<file path="src/hdl/assert_macros.svh">
// Assertion macros shared by the concentration index RTL.
// Every macro samples on clk and is disabled while rst_n is low.
`ifndef ASSERT_MACROS_SVH
`define ASSERT_MACROS_SVH

// Property that must hold at every sampled edge.
`define HHI_ASSERT(label, prop, msg) \
  label: assert property (@(posedge clk) disable iff (!rst_n) (prop)) else $error(msg);

// Same-cycle implication: when ante holds, cons must hold.
`define HHI_ASSERT_IMPL(label, ante, cons, msg) \
  label: assert property (@(posedge clk) disable iff (!rst_n) (ante) |-> (cons)) else $error(msg);

// Next-cycle implication: when ante holds, cons must hold in the next cycle.
`define HHI_ASSERT_NEXT(label, ante, cons, msg) \
  label: assert property (@(posedge clk) disable iff (!rst_n) (ante) |=> (cons)) else $error(msg);

`endif

</file>
<file path="src/hdl/hhi_pkg.sv">
// Package for the concentration index accumulator: payload structs,
// queue entry type and fixed field widths. No dependencies.
`timescale 1ns / 1ps
`default_nettype none

package hhi_pkg;

  // Field widths fixed by the interface
  localparam int COUNT_BITS  = 20;
  localparam int FRAC_BITS   = 16;
  localparam int OUT_BITS    = FRAC_BITS + 1;
  localparam int SQ_BITS     = 2 * COUNT_BITS;
  localparam int STEP_W      = $clog2(FRAC_BITS + 1);

  // Front-to-back queue
  localparam int QUEUE_DEPTH = 4;
  localparam int QPTR_W      = $clog2(QUEUE_DEPTH);
  localparam int QCNT_W      = $clog2(QUEUE_DEPTH + 1);

  // 1.0 in the output fixed-point format
  localparam logic [OUT_BITS-1:0] ONE_FRAC = OUT_BITS'(1) << FRAC_BITS;

  typedef struct packed {
    logic [COUNT_BITS-1:0] bar_count;
    logic                  missing;
    logic                  row_last;
  } in_t;

  typedef struct packed {
    logic [OUT_BITS-1:0] index_fraction;
    logic                index_valid;
  } out_t;

  // Classified bar: count and its square, zero for a missing bar
  typedef struct packed {
    logic [COUNT_BITS-1:0] count;
    logic [SQ_BITS-1:0]    square;
    logic                  last;
  } entry_t;

endpackage

`default_nettype wire

</file>
<file path="src/hdl/hhi_front.sv">
// Front end: accepts input transactions, zeroes the count of missing bars and
// squares the count into a registered queue entry. Uses hhi_pkg.
`timescale 1ns / 1ps
`default_nettype none

module hhi_front
  import hhi_pkg::*;
(
  input  wire logic   clk,
  input  wire logic   rst_n,
  input  wire logic   in_valid,
  output logic        in_ready,
  input  wire in_t    in_data,
  output logic        ent_valid,
  input  wire logic   ent_ready,
  output entry_t      ent_data
);

  logic                  stage_valid_r;
  entry_t                stage_r;
  entry_t                stage_nxt;
  logic [COUNT_BITS-1:0] count_eff;

  // Missing bars contribute nothing to either sum
  assign count_eff = in_data.missing ? '0 : in_data.bar_count;

  always_comb begin
    stage_nxt.count  = count_eff;
    stage_nxt.square = SQ_BITS'(count_eff) * SQ_BITS'(count_eff);
    stage_nxt.last   = in_data.row_last;
  end

  assign in_ready  = !stage_valid_r || ent_ready;
  assign ent_valid = stage_valid_r;
  assign ent_data  = stage_r;

  // Stage valid
  always_ff @(posedge clk) begin
    if (!rst_n) begin
      stage_valid_r <= 1'b0;
    end else if (in_ready) begin
      stage_valid_r <= in_valid;
    end
  end

  // Stage payload
  always_ff @(posedge clk) begin
    if (in_valid && in_ready) begin
      stage_r <= stage_nxt;
    end
  end

endmodule

`default_nettype wire

</file>
<file path="src/hdl/hhi_queue.sv">
// Short FIFO of classified bars between the front end and the accumulator.
// Uses hhi_pkg for the entry type and depth.
`timescale 1ns / 1ps
`default_nettype none

module hhi_queue
  import hhi_pkg::*;
(
  input  wire logic   clk,
  input  wire logic   rst_n,
  input  wire logic   push_valid,
  output logic        push_ready,
  input  wire entry_t push_data,
  output logic        pop_valid,
  input  wire logic   pop_ready,
  output entry_t      pop_data
);

  entry_t              mem [QUEUE_DEPTH];
  logic [QPTR_W-1:0]   wr_ptr_r;
  logic [QPTR_W-1:0]   rd_ptr_r;
  logic [QCNT_W-1:0]   count_r;
  logic                push;
  logic                pop;

  assign push_ready = (count_r != QCNT_W'(QUEUE_DEPTH));
  assign pop_valid  = (count_r != '0);
  assign push       = push_valid && push_ready;
  assign pop        = pop_valid && pop_ready;
  assign pop_data   = mem[rd_ptr_r];

  // Pointers and fill count
  always_ff @(posedge clk) begin
    if (!rst_n) begin
      wr_ptr_r <= '0;
      rd_ptr_r <= '0;
      count_r  <= '0;
    end else begin
      if (push) wr_ptr_r <= wr_ptr_r + QPTR_W'(1);
      if (pop)  rd_ptr_r <= rd_ptr_r + QPTR_W'(1);
      case ({push, pop})
        2'b10:   count_r <= count_r + QCNT_W'(1);
        2'b01:   count_r <= count_r - QCNT_W'(1);
        default: count_r <= count_r;
      endcase
    end
  end

  // Storage
  always_ff @(posedge clk) begin
    if (push) begin
      mem[wr_ptr_r] <= push_data;
    end
  end

endmodule

`default_nettype wire

</file>
<file path="src/hdl/hhi_accum.sv">
// Back end accumulator: saturating running total and sum of squares per row,
// handing closed rows to the divider. Uses hhi_pkg and assert_macros.svh.
`timescale 1ns / 1ps
`default_nettype none
`include "assert_macros.svh"

module hhi_accum
  import hhi_pkg::*;
#(
  parameter int MAX_BARS = 1024,
  parameter int TOT_W    = 30,
  parameter int SQ_W     = 50
) (
  input  wire logic   clk,
  input  wire logic   rst_n,
  input  wire logic   head_valid,
  output logic        head_ready,
  input  wire entry_t head_data,
  output logic        row_valid,
  input  wire logic   row_ready,
  output logic [TOT_W-1:0] row_total,
  output logic [SQ_W-1:0]  row_sqsum
);

  localparam logic [COUNT_BITS-1:0] COUNT_MAX = '1;
  localparam logic [TOT_W-1:0] TOTAL_CAP =
    TOT_W'(MAX_BARS) * TOT_W'(COUNT_MAX);
  localparam logic [SQ_W-1:0] SQUARE_CAP =
    SQ_W'(MAX_BARS) * SQ_W'(COUNT_MAX) * SQ_W'(COUNT_MAX);

  logic [TOT_W-1:0] total_r;
  logic [SQ_W-1:0]  sq_r;
  logic [TOT_W-1:0] total_nxt;
  logic [SQ_W-1:0]  sq_nxt;
  logic [TOT_W:0]   total_sum;
  logic [SQ_W:0]    sq_sum;
  logic             row_valid_r;
  logic [TOT_W-1:0] row_total_r;
  logic [SQ_W-1:0]  row_sq_r;
  logic             pop;

  // Saturating accumulation
  always_comb begin
    total_sum = {1'b0, total_r} + (TOT_W + 1)'(head_data.count);
    sq_sum    = {1'b0, sq_r} + (SQ_W + 1)'(head_data.square);
    total_nxt = (total_sum > (TOT_W + 1)'(TOTAL_CAP)) ? TOTAL_CAP : total_sum[TOT_W-1:0];
    sq_nxt    = (sq_sum > (SQ_W + 1)'(SQUARE_CAP)) ? SQUARE_CAP : sq_sum[SQ_W-1:0];
  end

  // A closing bar waits until the previous row has gone to the divider
  assign head_ready = !head_data.last || !row_valid_r;
  assign pop        = head_valid && head_ready;

  assign row_valid = row_valid_r;
  assign row_total = row_total_r;
  assign row_sqsum = row_sq_r;

  // Accumulators and row handoff flag
  always_ff @(posedge clk) begin
    if (!rst_n) begin
      total_r     <= '0;
      sq_r        <= '0;
      row_valid_r <= 1'b0;
    end else begin
      if (row_valid_r && row_ready) row_valid_r <= 1'b0;
      if (pop) begin
        if (head_data.last) begin
          total_r     <= '0;
          sq_r        <= '0;
          row_valid_r <= 1'b1;
        end else begin
          total_r <= total_nxt;
          sq_r    <= sq_nxt;
        end
      end
    end
  end

  // Closed row totals
  always_ff @(posedge clk) begin
    if (pop && head_data.last) begin
      row_total_r <= total_nxt;
      row_sq_r    <= sq_nxt;
    end
  end

  `HHI_ASSERT(a_total_cap, total_r <= TOTAL_CAP, "running total above saturation cap")
  `HHI_ASSERT(a_square_cap, sq_r <= SQUARE_CAP, "square sum above saturation cap")
  `HHI_ASSERT_NEXT(a_row_hold, row_valid_r && !row_ready, row_valid_r && $stable(row_total_r) && $stable(row_sq_r), "pending row changed before handoff")

endmodule

`default_nettype wire

</file>
<file path="src/hdl/hhi_div.sv">
// Back end divider: squares the row total, then a restoring divide of the
// square sum by it, one quotient bit per cycle, with rounding and an output
// register. Uses hhi_pkg and assert_macros.svh.
`timescale 1ns / 1ps
`default_nettype none
`include "assert_macros.svh"

module hhi_div
  import hhi_pkg::*;
#(
  parameter int TOT_W = 30,
  parameter int SQ_W  = 50
) (
  input  wire logic             clk,
  input  wire logic             rst_n,
  input  wire logic             row_valid,
  output logic                  row_ready,
  input  wire logic [TOT_W-1:0] row_total,
  input  wire logic [SQ_W-1:0]  row_sqsum,
  output logic                  out_valid,
  input  wire logic             out_ready,
  output out_t                  out_data
);

  localparam int DEN_W = 2 * TOT_W;
  localparam int REM_W = DEN_W + 1;

  typedef enum logic [2:0] {
    S_IDLE,
    S_SQUARE,
    S_CHECK,
    S_DIVIDE,
    S_FINISH
  } state_t;

  state_t              state_r;
  logic [TOT_W-1:0]    total_r;
  logic [SQ_W-1:0]     sqsum_r;
  logic [DEN_W-1:0]    den_r;
  logic [REM_W-1:0]    rem_r;
  logic [OUT_BITS-1:0] q_r;
  logic                valid_flag_r;
  logic [STEP_W-1:0]   step_r;
  logic                out_valid_r;
  out_t                out_data_r;

  logic [DEN_W-1:0]    den_nxt;
  logic [REM_W-1:0]    rem_shift;
  logic                rem_ge;
  logic [OUT_BITS-1:0] q_round;
  logic                out_load;

  // Denominator and one restoring step
  always_comb begin
    den_nxt   = DEN_W'(total_r) * DEN_W'(total_r);
    rem_shift = {rem_r[REM_W-2:0], 1'b0};
    rem_ge    = (rem_shift >= REM_W'(den_r));
    q_round   = q_r + OUT_BITS'(rem_ge);
  end

  // Finished result moves into the output register once it is free
  assign out_load  = (state_r == S_FINISH) && (!out_valid_r || out_ready);

  assign row_ready = (state_r == S_IDLE);
  assign out_valid = out_valid_r;
  assign out_data  = out_data_r;

  // Sequencer, datapath and output register
  always_ff @(posedge clk) begin
    if (!rst_n) begin
      state_r     <= S_IDLE;
      out_valid_r <= 1'b0;
    end else begin
      if (out_load) begin
        out_valid_r <= 1'b1;
      end else if (out_valid_r && out_ready) begin
        out_valid_r <= 1'b0;
      end
      unique case (state_r)
        S_IDLE: begin
          if (row_valid) begin
            total_r <= row_total;
            sqsum_r <= row_sqsum;
            if (row_total == '0) begin
              q_r          <= '0;
              valid_flag_r <= 1'b0;
              state_r      <= S_FINISH;
            end else begin
              valid_flag_r <= 1'b1;
              state_r      <= S_SQUARE;
            end
          end
        end
        S_SQUARE: begin
          den_r   <= den_nxt;
          rem_r   <= REM_W'(sqsum_r);
          state_r <= S_CHECK;
        end
        S_CHECK: begin
          // Ratio of at least one is limited to 1.0
          if (rem_r >= REM_W'(den_r)) begin
            q_r     <= ONE_FRAC;
            state_r <= S_FINISH;
          end else begin
            q_r     <= '0;
            step_r  <= '0;
            state_r <= S_DIVIDE;
          end
        end
        S_DIVIDE: begin
          if (step_r == STEP_W'(FRAC_BITS)) begin
            // Extra step decides round-half-up
            q_r     <= (q_round > ONE_FRAC) ? ONE_FRAC : q_round;
            state_r <= S_FINISH;
          end else begin
            q_r    <= {q_r[OUT_BITS-2:0], rem_ge};
            rem_r  <= rem_ge ? (rem_shift - REM_W'(den_r)) : rem_shift;
            step_r <= step_r + STEP_W'(1);
          end
        end
        S_FINISH: begin
          if (out_load) begin
            out_data_r.index_fraction <= q_r;
            out_data_r.index_valid    <= valid_flag_r;
            state_r                   <= S_IDLE;
          end
        end
        default: state_r <= S_IDLE;
      endcase
    end
  end

  `HHI_ASSERT_IMPL(a_frac_range, out_valid_r, out_data_r.index_fraction <= ONE_FRAC, "index above 1.0")
  `HHI_ASSERT_IMPL(a_invalid_zero, out_valid_r && !out_data_r.index_valid, out_data_r.index_fraction == '0, "invalid result with nonzero index")
  `HHI_ASSERT_IMPL(a_step_range, state_r == S_DIVIDE, step_r <= STEP_W'(FRAC_BITS), "divide step past rounding step")

endmodule

`default_nettype wire

</file>
<file path="src/hdl/concentration_index_accumulator_top.sv">
// Top level of the concentration index accumulator (Herfindahl-Hirschman).
// Instantiates hhi_front, hhi_queue, hhi_accum and hhi_div; uses hhi_pkg.
//
// Usage:
//   in_*  : one bar per transaction: bar_count, missing (bar skipped) and
//           row_last (closes the row). Valid/ready handshake.
//   out_* : one transaction per closed row: index_fraction = sum of squares /
//           total^2 with FRAC_BITS fraction bits, rounded half up, limited to
//           1.0; index_valid = 0 and index 0 when the row total was zero.
//   Throughput: one bar per cycle while a row accumulates and in_ready is
//   high. Each closed row then occupies the shared divider (one quotient
//   bit per cycle); a row ending while the previous closed row still waits
//   for the divider holds its closing bar until the divider takes that row.
//   Path: the closing bar passes the front stage, queue, row register and
//   the divider states square, check, divide and finish before out_valid;
//   a zero total skips to finish, a ratio of at least 1.0 skips the divide.
//   Reset: synchronous on rst_n low; both accumulators clear, the queue
//   empties and no result is pending.
//   Stall: a held out_ready keeps the result in the output register; the
//   divider, accumulator and queue then fill and in_ready drops.
`timescale 1ns / 1ps
`default_nettype none

module concentration_index_accumulator_top
  import hhi_pkg::*;
#(
  parameter int MAX_BARS = 1024
) (
  input  wire logic clk,
  input  wire logic rst_n,
  input  wire logic in_valid,
  output logic      in_ready,
  input  wire in_t  in_data,
  output logic      out_valid,
  input  wire logic out_ready,
  output out_t      out_data
);

  localparam int TOT_W = COUNT_BITS + $clog2(MAX_BARS);
  localparam int SQ_W  = SQ_BITS + $clog2(MAX_BARS);

  logic             ent_valid;
  logic             ent_ready;
  entry_t           ent_data;
  logic             head_valid;
  logic             head_ready;
  entry_t           head_data;
  logic             row_valid;
  logic             row_ready;
  logic [TOT_W-1:0] row_total;
  logic [SQ_W-1:0]  row_sqsum;

  hhi_front u_front (
    .clk       (clk),
    .rst_n     (rst_n),
    .in_valid  (in_valid),
    .in_ready  (in_ready),
    .in_data   (in_data),
    .ent_valid (ent_valid),
    .ent_ready (ent_ready),
    .ent_data  (ent_data)
  );

  hhi_queue u_queue (
    .clk        (clk),
    .rst_n      (rst_n),
    .push_valid (ent_valid),
    .push_ready (ent_ready),
    .push_data  (ent_data),
    .pop_valid  (head_valid),
    .pop_ready  (head_ready),
    .pop_data   (head_data)
  );

  hhi_accum #(
    .MAX_BARS (MAX_BARS),
    .TOT_W    (TOT_W),
    .SQ_W     (SQ_W)
  ) u_accum (
    .clk        (clk),
    .rst_n      (rst_n),
    .head_valid (head_valid),
    .head_ready (head_ready),
    .head_data  (head_data),
    .row_valid  (row_valid),
    .row_ready  (row_ready),
    .row_total  (row_total),
    .row_sqsum  (row_sqsum)
  );

  hhi_div #(
    .TOT_W (TOT_W),
    .SQ_W  (SQ_W)
  ) u_div (
    .clk       (clk),
    .rst_n     (rst_n),
    .row_valid (row_valid),
    .row_ready (row_ready),
    .row_total (row_total),
    .row_sqsum (row_sqsum),
    .out_valid (out_valid),
    .out_ready (out_ready),
    .out_data  (out_data)
  );

endmodule

`default_nettype wire

</file>
<file path="config.mk">
export PLATFORM = sky130hd
export DESIGN_NAME = concentration_index_accumulator_top
export DESIGN_NICKNAME = d
export VERILOG_FILES = /design/src/hdl/hhi_pkg.sv /design/src/hdl/hhi_front.sv /design/src/hdl/hhi_queue.sv /design/src/hdl/hhi_accum.sv /design/src/hdl/hhi_div.sv /design/src/hdl/concentration_index_accumulator_top.sv
export VERILOG_INCLUDE_DIRS = /design/src /design/src/hdl
export SDC_FILE = /design/constraint.sdc
export NUM_CORES = 2
export LEC_CHECK = 0
export BUFFER_PORTS_ARGS = -buffer_cell sky130_fd_sc_hd__buf_2
export CAP_MARGIN = 20
export CELL_PAD_IN_SITES_DETAIL_PLACEMENT = 0
export CELL_PAD_IN_SITES_GLOBAL_PLACEMENT = 2
export CORE_ASPECT_RATIO = 1.4
export CORE_UTILIZATION = 30
export CTS_BUF_LIST = sky130_fd_sc_hd__clkbuf_8
export DETAILED_ROUTE_END_ITERATION = 10
export GPL_TIMING_DRIVEN = 0
export PLACE_DENSITY_LB_ADDON = 0.1
export SYNTH_ARGS = -nofsm -noshare
export SYNTH_HDL_FRONTEND = slang
export SYNTH_SLANG_ARGS = --single-unit
</file>
<file path="constraint.sdc">
create_clock -name clk -period 9.4 [get_ports clk]
set_input_delay 1.88 -clock clk [delete_from_list [all_inputs] [get_ports clk]]
set_output_delay 1.88 -clock clk [all_outputs]
set_load 0.02 [all_outputs]
</file>
==> results_dict.tcl <==
set metrics [dict create \
    outcome "completed" \
    yosys_warnings 0 \
    clock_latency_ns 0.90 \
    fin_ws_ns 0.222 \
    synthToLayoutAreaGrowth_pct 11.2 \
    vias_per_cell 4.69 \
    cp.arrival_ns 9.80 \
    critical_path.most_common_cell "fa_1" \
    syn_area_per_cell_um2 10.3 \
    synth_xor_area_frac 0.0305 \
    start_kind "flip-flop" \
    ys_async_sr_fraction 0 \
    mappedNetlistArea_um2 71900 \
    timing.clock.skew_ns 0.0818 \
    finalMaxSlewViolations 0 \
    grt_max_degree 68 \
    gp_congestion 0.890 \
    synth-compound-area-share 0.0838 \
    timing.slew.headroom 0.273 \
    end_kind "flip-flop" \
    nNetsFinal 8782 \
    firstDrtPassIters 5 \
    ant_nets 0 \
    critical-path-max-stage-delay_ns 0.56 \
    ys_types 84 \
    r2r_start "u_div.total_r[7]" \
    drive_gt1_frac 0.0738 \
    port-buffer-count 44 \
    initial_core_util 0.302 \
    die_h_um 581 \
    die_x_um 416 \
    hp-class "reg -> reg" \
    cts.sinks 711 \
    layout_commonest_cell "inv_1" \
    drc_errors 0 \
    timing.fmax_mhz 109 \
    syn_nets 8563 \
    synth_top_family_by_area "adder cells" \
    cts_inserted_buffers 114 \
    post-place-ws_ns -3.22 \
    crit_required_ns 10.02 \
    ioPinCount 46 \
    worst-path-max-fanout 7 \
    gr-total-overflow 0 \
    yosysSeqAreaShare 0.284 \
    synth_simple_gate_area_frac 0.117 \
    grt.total_usage 0.203 \
    cts.htree.levels 3 \
    ys.flop_type "edfxtp_1" \
    cts_tree "yes" \
    wl_per_cell_um 23.4 \
    finalCritPeriodShare 0.976 \
    min-delay-start "u_accum.row_total[7]" \
    syn_inst 6964 \
    die-area_um2 242000 \
    muxShareOfSynthArea 0.0214 \
    hpwl_um 209000 \
    routed_wl_um 243000 \
    drv_cap 0 \
    grt_pass1_wl_um 360000 \
    coreArea_um2 238000 \
    clockRootBuffer "clkbuf_8" \
    num_rows 212 \
    synthAdderAreaFrac 0.376 \
    final_cell_mix "1441 x inv_1, 980 x fa_1, 644 x nand2_1" \
    drt_iter0_drc 1950 \
    tightest_slew_ns 1.09 \
    path_clk_slew_ns 0.07 \
    synth_edf_count 616 \
    finalSetupViolCount 0 \
    final.min_clock_period_ns 9.18 \
    antenna_found_initial 13 \
    crit_start "u_div.total_r[7]" \
    critPathKind "reg -> reg" \
    crit_path_top_delay_cell "fa_1" \
    rrSetupSlack_ns 0.22 \
    hold_viol 0 \
    num_vias 48700 \
    max-clock-path-buffers 3 \
    cts_hold_buf 0 \
    ys_ff_latch 711 \
    grt_pass1_vias 55000 \
]
==> registers in the layout, indices dropped and copies added, names as in the netlist, 5 cells and up, named ones only <==
signal             cells
u_accum.row_sqsum     50
u_accum.total_r       30
u_accum.sq_r          50
u_div.sqsum_r         50
u_div.rem_r           61
u_queue.mem          236
u_accum.row_total     30
u_div.total_r         30
u_div.out_data        18
u_front.ent_data      59
u_div.den_r           59
u_div.step_r           5
u_div.q_r             17
==> cell usage after synthesis (all sizes together) (7+ instances only) <==
master,count,area (um^2)
a21oi,288,1440
o31ai,17,128
inv,1407,5280
edfxtp,616,18500
buf,34,173
nand4,66,413
ha,592,7410
and4,8,70.1
dfxtp,95,1900
nor2b,95,594
clkbuf,223,837
a21o,117,878
or3,34,213
and2,308,1930
xnor2,147,1290
o2111ai,7,61.3
nor2,265,995
o211ai,26,200
nor4,21,131
fa,981,19600
nor3,67,335
a221oi,10,87.6
nand2,644,2420
or2,31,194
a21boi,24,180
o21bai,32,240
mux2i,15,150
mux4,59,1330
nand3,77,385
o21ai,265,1330
xor2,103,902
a31oi,33,206
o21a,28,210
o41ai,7,61.3
a31o,9,78.8
and3,25,156
a22oi,30,225
a211oi,17,128
nand2b,40,250
==> worst paths after layout <==
| check | endpoint | cells after the start |
|---|---|---|
| max | u_div.den_r[56] | 28 |
| min | u_div.total_r[7] | 0 |
| max reg2reg | u_div.den_r[56] | 28 |
| min reg2reg | u_div.total_r[7] | 0 |
==> logic make-up after synthesis <==
logic type / Yosys count
AOI/OAI and AO/OA: 971
xor gates and xnor gates: 250
adders and majority gates: 1573
buffers and inverters: 1665
DFF: 711
muxes: 79
and+or+nand+nor: 1715
==> per-layer routing <==
layer / wire length [um] / vias up / GRT usage
met4: 11900 / 0 / 0.0890
met3: 4660 / 350 / 0.0154
met2: 135000 / 715 / 0.402
met1: 91400 / 24600 / 0.215
li1: - / 23100 / -
met5: 0 / - / 0
==> per-stage QoR <==
stage               cells  hold slack [ns]   util  area, um^2  TNS (ns)
floorplan            6964            0.400      -       71900         0
detailed placement  10100            0.430  0.322       76600   -101.43
global placement    10100            0.433  0.319       76000   -117.08
CTS                 10400            0.405  0.335       79800         0
global route        10400            0.424  0.336       79900   -0.0244
finish              10400            0.408  0.336       79900         0
==> area by class of cell <==
type,count,area [um^2]
antenna,4,10.0
multi-input combinational,4588,45500
timing repair buffer,114,1150
clock inverter,94,886
inverter,1408,5290
fill,24500,158000
sequential,711,20400
clock buffer,120,1650
buffer,246,1200
tap,3103,3880
==> what timing repair did <==
| item | CTS | global route |
|---|---|---|
| resized for setup | 145 | 53 |
| hold endpoints to repair | 0 | 0 |
| pin swaps | 5 | 6 |
| setup buffers | 32 | 5 |
| endpoints found under the setup margin | 58 | 12 |
==> worst max-delay path, delay by kind of cell, from the launching register on <==
family                   cells  cell delay (ns)
adder cells (fa/ha/maj)      9             4.55
AO/OA/AOI/OAI                6             1.50
AND/OR/NAND/NOR              5             1.15
buffers and inverters        7             1.06
flip-flops                   1             0.46
XOR/XNOR                     1             0.17
Power is not shown: default switching activity piles up to over one toggle a cycle in this logic, so the estimate is an artifact.
